`config.mk`:
```
export PLATFORM = sky130hd
export DESIGN_NAME = arrb_interp
export DESIGN_NICKNAME = d
export VERILOG_FILES = /design/src/rtl/arrb_pkg.sv /design/src/rtl/arrb_interp.sv
export SDC_FILE = /design/constraint.sdc
export NUM_CORES = 1
export LEC_CHECK = 0
export ABC_AREA = 1
export ABC_CLOCK_PERIOD_IN_PS = 11590
export BUFFER_PORTS_ARGS = -buffer_cell sky130_fd_sc_hd__buf_2
export CAP_MARGIN = 10
export CORE_ASPECT_RATIO = 0.6
export CORE_MARGIN = 8
export CORE_UTILIZATION = 32
export DETAILED_ROUTE_END_ITERATION = 8
export PLACE_DENSITY = 0.55
export SETUP_SLACK_MARGIN = 0.05
export SLEW_MARGIN = 10
export SYNTH_ARGS = -nofsm -noshare
export SYNTH_HDL_FRONTEND = slang
export SYNTH_SLANG_ARGS = --single-unit
export TNS_END_PERCENT = 20
```
`constraint.sdc`:
```
create_clock -name clk -period 11.59 [get_ports clk]
set_input_delay 1.159 -clock clk [delete_from_list [all_inputs] [get_ports clk]]
set_output_delay 1.159 -clock clk [all_outputs]
set_load 0.02 [all_outputs]
```
`src/rtl/arrb_pkg.sv`:
```
// ----------------------------------------------------------------------------
// arrb_pkg
// Shared types and constants for the adaptive resampling ring buffer.
// ----------------------------------------------------------------------------
package arrb_pkg;

  // sample and slot widths
  localparam int SAMPLE_W = 24;
  localparam int WORD_W   = 32;
  localparam int FRAC_W   = 16;

  typedef logic signed [SAMPLE_W-1:0] sample_t;
  typedef logic        [WORD_W-1:0]   word_t;

  // saturation bounds of a 24-bit sample
  localparam sample_t SAMPLE_MAX = 24'sh7FFFFF;
  localparam sample_t SAMPLE_MIN = 24'sh800000;

  // input commands carried on tuser
  localparam logic CMD_PUSH    = 1'b0;
  localparam logic CMD_REQUEST = 1'b1;

  // configuration register indexes
  localparam logic CFG_TARGET_FILL = 1'b0;
  localparam logic CFG_STEP_LIMIT  = 1'b1;

  // configuration reset values
  localparam logic [7:0]  TARGET_FILL_RST = 8'd128;
  localparam logic [12:0] STEP_LIMIT_RST  = 13'd128;

endpackage

```
`src/rtl/arrb_interp.sv`:
```
// ----------------------------------------------------------------------------
// arrb_interp
// Shared interpolation unit: registered (b - a) * frac, then add, clamp, pack.
// ----------------------------------------------------------------------------
module arrb_interp
  import arrb_pkg::*;
(
  input  logic              clk,
  input  logic              mul_en,
  input  sample_t           a,
  input  sample_t           b,
  input  logic [FRAC_W-1:0] frac,
  output word_t             word
);

  localparam int DW = SAMPLE_W + 1;
  localparam int PW = DW + FRAC_W + 1;
  localparam int SW = PW - FRAC_W;

  logic signed [DW-1:0] diff;
  logic signed [PW-1:0] prod;
  logic signed [PW-1:0] prod_r;
  sample_t              base_r;
  logic signed [SW-1:0] delta;
  logic signed [SW-1:0] sum;
  sample_t              sat;

  // difference and product
  assign diff = DW'(b) - DW'(a);
  assign prod = PW'(diff) * $signed({1'b0, frac});

  always_ff @(posedge clk) begin
    if (mul_en) begin
      prod_r <= prod;
      base_r <= a;
    end
  end

  // floor shift, add base, saturate
  assign delta = prod_r[PW-1:FRAC_W];
  assign sum   = SW'(base_r) + delta;

  always_comb begin
    if (sum > SW'(SAMPLE_MAX)) begin
      sat = SAMPLE_MAX;
    end else if (sum < SW'(SAMPLE_MIN)) begin
      sat = SAMPLE_MIN;
    end else begin
      sat = sum[SAMPLE_W-1:0];
    end
  end

  assign word = {sat, {(WORD_W-SAMPLE_W){1'b0}}};

endmodule

```
=== Yosys cells after proc, flatten, opt, wreduce, memory -nomap -nowiden ===
Cells that the tools add are included.

* Flip-flop bits (word level): 66
* Bits of input ports: 66
* Word-level logic and storage cells: 9

* $add $sub $neg: 2
* Multiply operators: 1
* $lt $le $gt $ge: 2
* Muxes and demuxes: 2

{| class="wikitable"
|+ Operators with widths
! cell !! count
|-
| 24-bit two-way mux || 2
|-
| 25-bit by 17-bit multiplier with 42-bit output || 1
|-
| 24-bit by 26-bit adder with 26-bit output || 1
|-
| 26-bit by 24-bit > comparator with 1-bit output (second input constant) || 1
|-
| 26-bit by 24-bit less-than comparator with 1-bit output (second input constant) || 1
|-
| 24-bit by 24-bit subtractor with 25-bit output || 1
|}

=== Logic depth before layout (Yosys ltp) ===
Gate-level depths: netlist of run 1.

* Word-level depth: 4
* Gate-level depth with buffers: 40

=== Least setup slack after synthesis of run 1 ===
OpenSTA, ideal clock, no wires.

* Kind: input to register
* Start: input port b[0]
* End: register prod_r[41], data pin
* Arrival time: 7,585 ps
* Setup slack: 3,751 ps
* Stages: 32
* Buffers on the path: 0
* Cells stage by stage: inv_1 > ha_1 > fa_1 > inv_1 > nand2_1 > o21ai_2 > nand2_2 > o21ai_4 > nand3_1 > nand4_1 > nand2_2 > nor2_1 > inv_1 > fa_1 > fa_1 > inv_1 > fa_1 > inv_1 > fa_1 > inv_1 > fa_1 > inv_1 > fa_1 > inv_1 > ha_1 > inv_1 > nor3_1 > nand2_1 > nor2_1 > nand3_1 > nand4_1 > nand2_1

* Longest elaborated chain between the ends: 2

{| class="wikitable"
|+ Ends and longest elaborated chain
! item !! line !! text
|-
| from (decl) || arrb_interp.sv:11 || <nowiki>input sample_t b,</nowiki>
|-
| 24-bit by 24-bit subtractor with 25-bit output || arrb_interp.sv:29 || <nowiki>assign diff = DW'(b) - DW'(a);</nowiki>
|-
| 25-bit by 17-bit multiplier with 42-bit output || arrb_interp.sv:30 || <nowiki>assign prod = PW'(diff) * $signed({1'b0, frac});</nowiki>
|-
| net prod[41] || arrb_interp.sv:21 || <nowiki>logic signed [PW-1:0] prod;</nowiki>
|-
| to (signal assigned) || arrb_interp.sv:34 || <nowiki>prod_r <= prod;</nowiki>
|-
| to (decl) || arrb_interp.sv:22 || <nowiki>logic signed [PW-1:0] prod_r;</nowiki>
|}

The timed path passes the listed nets, and every way through them passes these cells.
A chain may end at the register's enable or synchronous reset.

=== Final worst setup path of run 1 ===
* Start: input port a[13]
* End: register prod_r[37], data pin

* Longest elaborated chain between the ends: 2

{| class="wikitable"
|+ Ends and longest elaborated chain
! item !! line !! text
|-
| from (decl) || arrb_interp.sv:10 || <nowiki>input sample_t a,</nowiki>
|-
| 24-bit by 24-bit subtractor with 25-bit output || arrb_interp.sv:29 ||
|-
| 25-bit by 17-bit multiplier with 42-bit output || arrb_interp.sv:30 ||
|-
| net prod[37] || arrb_interp.sv:21 ||
|}

The timed path passes the listed nets, and every way through them passes these cells.

==> run summary, run 1 <==
The final period demand of the worst path is 9.418 ns. The total iterations of the first detailed-routing run came out at 6. The number of buffers on the longest clock path came out at 2. Cells with a size suffix above 1 make up 7.493% of the layout. The starting density of the core is 32.35%. The number of nets in the final layout is 3302. The post-layout instance area came out at 21640 um^2.

The library cell used most frequently in the layout, excluding fill and tap cells, is sky130_fd_sc_hd__inv_1. After detailed placement, the total cell area comes to 21500 um^2. The routed layout has 17.30k vias.

The critical path data arrival time is 9.49 ns. Port buffering added 89 buffers. The largest fanout on the critical path is 12. The most used flip-flop cell after synthesis is sky130_fd_sc_hd__edfxtp_1. The root buffer cell chosen for the clock tree is sky130_fd_sc_hd__clkbuf_16. The maximum frequency from static timing analysis came out at 106.2 MHz.

The max capacitance violation total is 0. The area inside the core boundary is 62630 um^2. Compared with the post-synthesis result, the final layout area differs by 6.812%. The worst setup path category is in2reg. The type of element capturing the critical path is a flip-flop.

The most critical setup path has its startpoint at a[13]. The count of boundary I/O pins is 98. The async set or reset register ratio after synthesis is 0%. The number of endpoints failing setup at the final stage came out at 0. CTS built an H-tree with a depth of 2. The number of antenna violations at the first check in global routing is 0.

The largest net degree at the start of global routing is 51. Among the stages of the critical path, the cell type that occurs most often is sky130_fd_sc_hd__inv_1. The slew of the pin with the lowest slew margin is 1.150 ns.

The via count of the first global-routing pass is 17.06k. The sequential-to-total area share from yosys stat is 7.411%. In this run the worst setup path terminates at prod_r[37]. The vias per cell is 4.892. The largest stage delay on the critical path is 0.56 ns. At the end of routability-driven placement, the weighted congestion stood at 1.063. The aggregate routed wire length came out at 73490 um. The count of standard-cell rows is 71. The combined area of all synthesized cells came out at 20260 um^2. Dividing the detail-routed wire length by the instance count gives 20.78 um. The worst endpoint required time came out at 11.67 ns. The top cell types in the final layout, fill and taps aside, are sky130_fd_sc_hd__inv_1 (675), sky130_fd_sc_hd__nand2_1 (487), sky130_fd_sc_hd__fa_1 (391), sky130_fd_sc_hd__nor2_1 (290), sky130_fd_sc_hd__nand3_1 (157). The CTS clock-pin slew for the worst setup and hold paths is 0.08 ns. The number of distinct library cells after synthesis came out at 50.

The hold violation total from the final report is 0. The clock tree from TritonCTS is done. The setup total negative slack is 0 ns. Setup repair after global routing left no endpoint under its margin.

The max-slew violation count came to 0. The total routing resource utilization after global routing is 20.22%. The run finished with clean final reports. The number of hold buffers added after CTS is 0. Averaged over all synthesized cells, the footprint is 7.642 um^2. In this run, synthesis produced a sequential element count of 50.

The number of clock buffers added by TritonCTS is 5. The cell count after synthesis came out at 2651. Measured on the finished design, the core utilization comes to 34.55%. The number of gates given a new drive strength after cts came out at 0. The horizontal die dimension is 340.8 um.

The number of synthesized flops with an enable pin is 50. The iteration-0 DRC count of the detailed router is 1988. The total number of yosys warnings is 0. In this run the tightest slew margin relative to its limit is 22.96%. The final cycle utilization of the critical path came out at 81.26%. The die area is 71880 um^2. Post-CTS timing repair inserted 0 buffers for setup.

The overflow left after global routing came out at 0. The type of the worst min-delay path is in2reg. The estimated wirelength of the detail-placed design is 63090 um. The largest individual stage delay along the critical path comes from the cell sky130_fd_sc_hd__fa_1.

The antenna violation net count after detailed routing came out at 0. The worst setup path is launched from an input port. The number of clock sinks is 50. In the routed design, unresolved DRC markers number 0. The vertical extent of the die came out at 210.9 um.

The first global-routing pass estimated 110200 um of wire.
[cell type report]
cell class              count  area [um^2]
well taps                 839         1050
fillers                  6770        40990
flip-flops and latches     50         1501
clock buffers               6        128.9
clock inverters             2        8.758
diodes                      1        2.502
inverters                 686         2577
multi-input cells        1848        15810
repair buffers            104        558.0
[per-stage QoR]
stage	hold slack, ns	worst slack [ns]	std cells
finish	1.032	2.172	3536
CTS	1.025	2.483	3535
global placement	1.353	2.059	3527
detailed placement	1.354	2.192	3527
floorplan	1.258	3.751	2658
global route	1.029	1.799	3535
[cells in the mapped netlist (11+ instances only)]
master | instances | area [um^2]
sky130_fd_sc_hd__xor2_1 | 28 | 245.2
sky130_fd_sc_hd__or2_2 | 28 | 175.2
sky130_fd_sc_hd__or2_1 | 12 | 75.07
sky130_fd_sc_hd__o21ai_0 | 40 | 200.2
sky130_fd_sc_hd__buf_4 | 11 | 82.58
sky130_fd_sc_hd__nand2_1 | 487 | 1828
sky130_fd_sc_hd__nand4_1 | 21 | 131.4
sky130_fd_sc_hd__nor2_1 | 290 | 1089
sky130_fd_sc_hd__fa_1 | 391 | 7828
sky130_fd_sc_hd__nor3_1 | 21 | 105.1
sky130_fd_sc_hd__nand3_1 | 157 | 785.8
sky130_fd_sc_hd__nand2_2 | 25 | 156.4
sky130_fd_sc_hd__a21oi_1 | 91 | 455.4
sky130_fd_sc_hd__xnor2_1 | 12 | 105.1
sky130_fd_sc_hd__inv_1 | 675 | 2534
sky130_fd_sc_hd__buf_2 | 17 | 85.08
sky130_fd_sc_hd__clkbuf_1 | 38 | 142.6
sky130_fd_sc_hd__edfxtp_1 | 50 | 1501
sky130_fd_sc_hd__a21o_1 | 17 | 127.6
sky130_fd_sc_hd__ha_1 | 150 | 1877
[worst max-delay path: cells and delay by family]
family                     cells  cell delay, ns
adders and majority gates      8            3.79
and+or+nand+nor               13            3.46
buffers and inverters          8            0.63
AOI/OAI and AO/OA              1            0.42
[how the worst min path moves through the flow]
stage | cells past startpoint | start | slack, ns | to
after global placement | 1 | a[16] | 1.35 | base_r[16]
after floorplan | 0 | a[0] | 1.26 | base_r[0]
final | 1 | a[14] | 1.03 | base_r[14]
after detailed placement | 1 | a[14] | 1.35 | base_r[14]
after global routing | 1 | a[14] | 1.03 | base_r[14]
after CTS | 1 | a[14] | 1.03 | base_r[14]
[per-layer routing]
layer	GRT usage (%)	routed length (um)	up-vias
met1	31.82	36000	8442
met5	1.007	99	-
li1	-	-	7951
met4	1.042	283	2
met3	8.889	10840	23
met2	25.74	26260	880
[flip-flops by register name, indices dropped and copies added, names as in the netlist]
signal,cells
prod_r,26
base_r,24
[cell families (layout without fill, tap and decap cells)]
family	after synthesis	in the layout	share of synthesized area [%]
AOI/OAI and AO/OA	191	191	5.546
xor gates and xnor gates	45	45	2.131
adders and majority gates	541	541	47.90
buffers and inverters	760	798	14.70
DFF	50	50	7.411
other	1	9	0.01851
and+or+nand+nor	1063	1063	22.29
Power of run 1 is left out: the tool's default activity adds up to more than one toggle a clock period on the data nets, which glitch-free logic cannot reach.
==> run 2: changes to the inputs <==
ABC_CLOCK_PERIOD_IN_PS = 7900   (was 11590)
PLACE_DENSITY = 0.57   (was 0.55)
clock period = 7.9 ns   (was 11.59 ns; I/O delays follow)
==> run 2 against run 1 <==
- core utilization is 5.2 points higher
- final area is 15% higher
- count of clock-buffer cells in the layout is 1 lower
- worst hold slack worse by 0.36 ns
- flip-flop and latch count stayed put
- setup slack worse by 1.9 ns
- non-clock buffer count is 322 higher
- sequential share of layout area is 0.90 points lower
- largest cell class unchanged
==> run summary, run 2 (synthesis results as in run 1) <==
The most common library cell in the layout ignoring fill and taps is sky130_fd_sc_hd__inv_1 (unchanged). The maximum frequency from static timing analysis is 130.3 MHz. The worst endpoint required time came out at 7.97 ns (was 11.67 ns). The placer congestion estimate is 1.023 (was 1.063).

The type of element capturing the critical path is a flip-flop (unchanged). The clock tree from TritonCTS is done (unchanged). The final worst hold slack is 0.6744 ns (was 1.032 ns). The count of boundary I/O pins is 98 (unchanged). The overflow left after global routing is 0 (unchanged). The detailed-route via count is 18.58k (was 17.30k). The CTS buffer count came to 5 (unchanged).

The antenna violation net count after detailed routing is 0 (unchanged). The post-detailed-route DRC marker count was 0 (unchanged). The max capacitance violation total is 0 (unchanged). The max-slew violation count is 0 (unchanged). Top library cells by usage in the layout, fill and taps aside: sky130_fd_sc_hd__inv_1 (659), sky130_fd_sc_hd__nand2_1 (461), sky130_fd_sc_hd__fa_1 (383), sky130_fd_sc_hd__buf_4 (323), sky130_fd_sc_hd__nor2_1 (268) (was sky130_fd_sc_hd__inv_1 (675), sky130_fd_sc_hd__nand2_1 (487), sky130_fd_sc_hd__fa_1 (391), sky130_fd_sc_hd__nor2_1 (290), sky130_fd_sc_hd__nand3_1 (157)). The number of fillers in the final layout is 6559 (was 6770).

The die area is 71880 um^2 (unchanged). The count of buffer and inverter cells on the critical path was 12 (was 8). The ratio of cells with drive above 1 in the final layout is 21.70% (was 7.493%). The family with the most delay on the worst path is adder cells (unchanged). The global-route wire length before repair is 114700 um (was 110200 um).

The level count of the clock H-tree came out at 2 (unchanged). The vias per cell is 4.816 (was 4.892). The largest net degree at the start of global routing is 51 (unchanged).

The iteration-0 DRC count of the detailed router came to 1980 (was 1988). The final period demand of the worst path came out at 7.672 ns. The number of clock sinks came to 50 (unchanged). The total routing resource utilization after global routing came to 20.76% (was 20.22%).

The largest stage delay on the critical path came out at 0.59 ns (was 0.56 ns). The synthesis-to-layout area growth was 22.81% (was 6.812%). The flip-flop and latch area is 1501 um^2 (unchanged).

The total of buffers placed on input and output ports is 89 (unchanged). The count of standard-cell rows came to 71 (unchanged). The via count of the first global-routing pass came out at 18.40k (was 17.06k). The horizontal die dimension is 340.8 um (unchanged).

The slew of the pin with the lowest slew margin is 1.027 ns (was 1.150 ns). The number of endpoints failing setup at the final stage is 0 (unchanged). Dividing the final minimum period by the clock period gives 97.12%. The clock tree root buffer cell is sky130_fd_sc_hd__clkbuf_16 (unchanged).

The per-cell routed wire length came out at 19.52 um (was 20.78 um). Largest registers: prod_r (26), base_r (24) (unchanged). The critical path data arrival time came to 7.74 ns (was 9.49 ns). The core occupancy in the finished layout came out at 39.73% (was 34.55%). The cell with the largest stage delay on the worst path is sky130_fd_sc_hd__fa_1 (unchanged). The register with the most flip-flops is prod_r (unchanged). The number of flip-flops under the largest register name came out at 26 (unchanged). The CTS clock-pin slew for the worst setup and hold paths came out at 0.08 ns (about the same). The starting density of the core is 32.35% (unchanged). The number of nets in the final layout is 3624 (was 3302).

The most numerous cell on the critical path was sky130_fd_sc_hd__fa_1 (was sky130_fd_sc_hd__inv_1). The kind of start point of the critical path is an input port (unchanged). The type of the worst min-delay path was in2reg (unchanged). The largest fanout on the critical path came out at 6 (was 12). The estimated wirelength of the detail-placed design is 66670 um (was 63090 um).

The area of combinational cells with multiple inputs is 16450 um^2 (was 15810 um^2). Status: finished clean (unchanged). The total iterations of the first detailed-routing run was 6 (unchanged). The aggregate routed wire length is 75310 um (was 73490 um). Setup repair after global routing missed its margin: true (was false). The number of buffers on the longest clock path was 2 (unchanged).

The hold violation total from the final report is 0 (unchanged). The remaining max-slew budget at the tightest pin is 31.12% (was 22.96%). The number of antenna violations at the first check in global routing came out at 3 (was 0).

The area inside the core boundary came out at 62630 um^2 (unchanged). The vertical extent of the die is 210.9 um (unchanged). The worst setup path category is in2reg (unchanged).

The number of hold buffers added after CTS came to 0 (unchanged).
run 2: path summary, 6_finish.rpt:
kind               from    endpoint  slack (ns)  cells after the start
setup / recovery   b[0]  prod_r[37]        0.23                     35
hold / removal    a[19]  base_r[19]        0.67                      1
run 2: routing by layer:
metal	up-vias	track usage (%)	wire, um
met1	9014	32.98	36670
met5	-	0	115
met4	10	1.679	675
met3	58	8.289	11120
met2	907	26.48	26730
li1	8590	-	-
run 2: final cells by class:
| cell class | instances | area share, % |
|---|---|---|
| diodes | 1 | 0.01006 |
| clock buffers | 5 | 0.5029 |
| clock inverters | 3 | 0.08046 |
| inverters | 686 | 10.42 |
| multi-input cells | 1848 | 66.12 |
| flip-flops and latches | 50 | 6.034 |
| well taps | 839 | 4.219 |
| repair buffers | 426 | 12.62 |
run 2: metrics by stage:
stage,setup slack [ns],area (um^2),instances,TNS [ns]
2_1_floorplan,0.4300,20290,2658,0
3_3_place_gp,-0.8423,23960,3838,-4.468
3_5_place_dp,-0.8085,23960,3838,-3.766
4_1_cts,0.05423,24140,3847,0
5_1_grt,0.02051,24880,3857,0
6_report,0.2278,24880,3858,0
run 2: timing repair:
action	4_1_cts	5_1_grt
setup buffers	1	10
cloned	0	0
resized for setup	6	169
pin swaps	1	55
endpoints found under the setup margin	3	25
Power of run 2 is left out for the same reason.
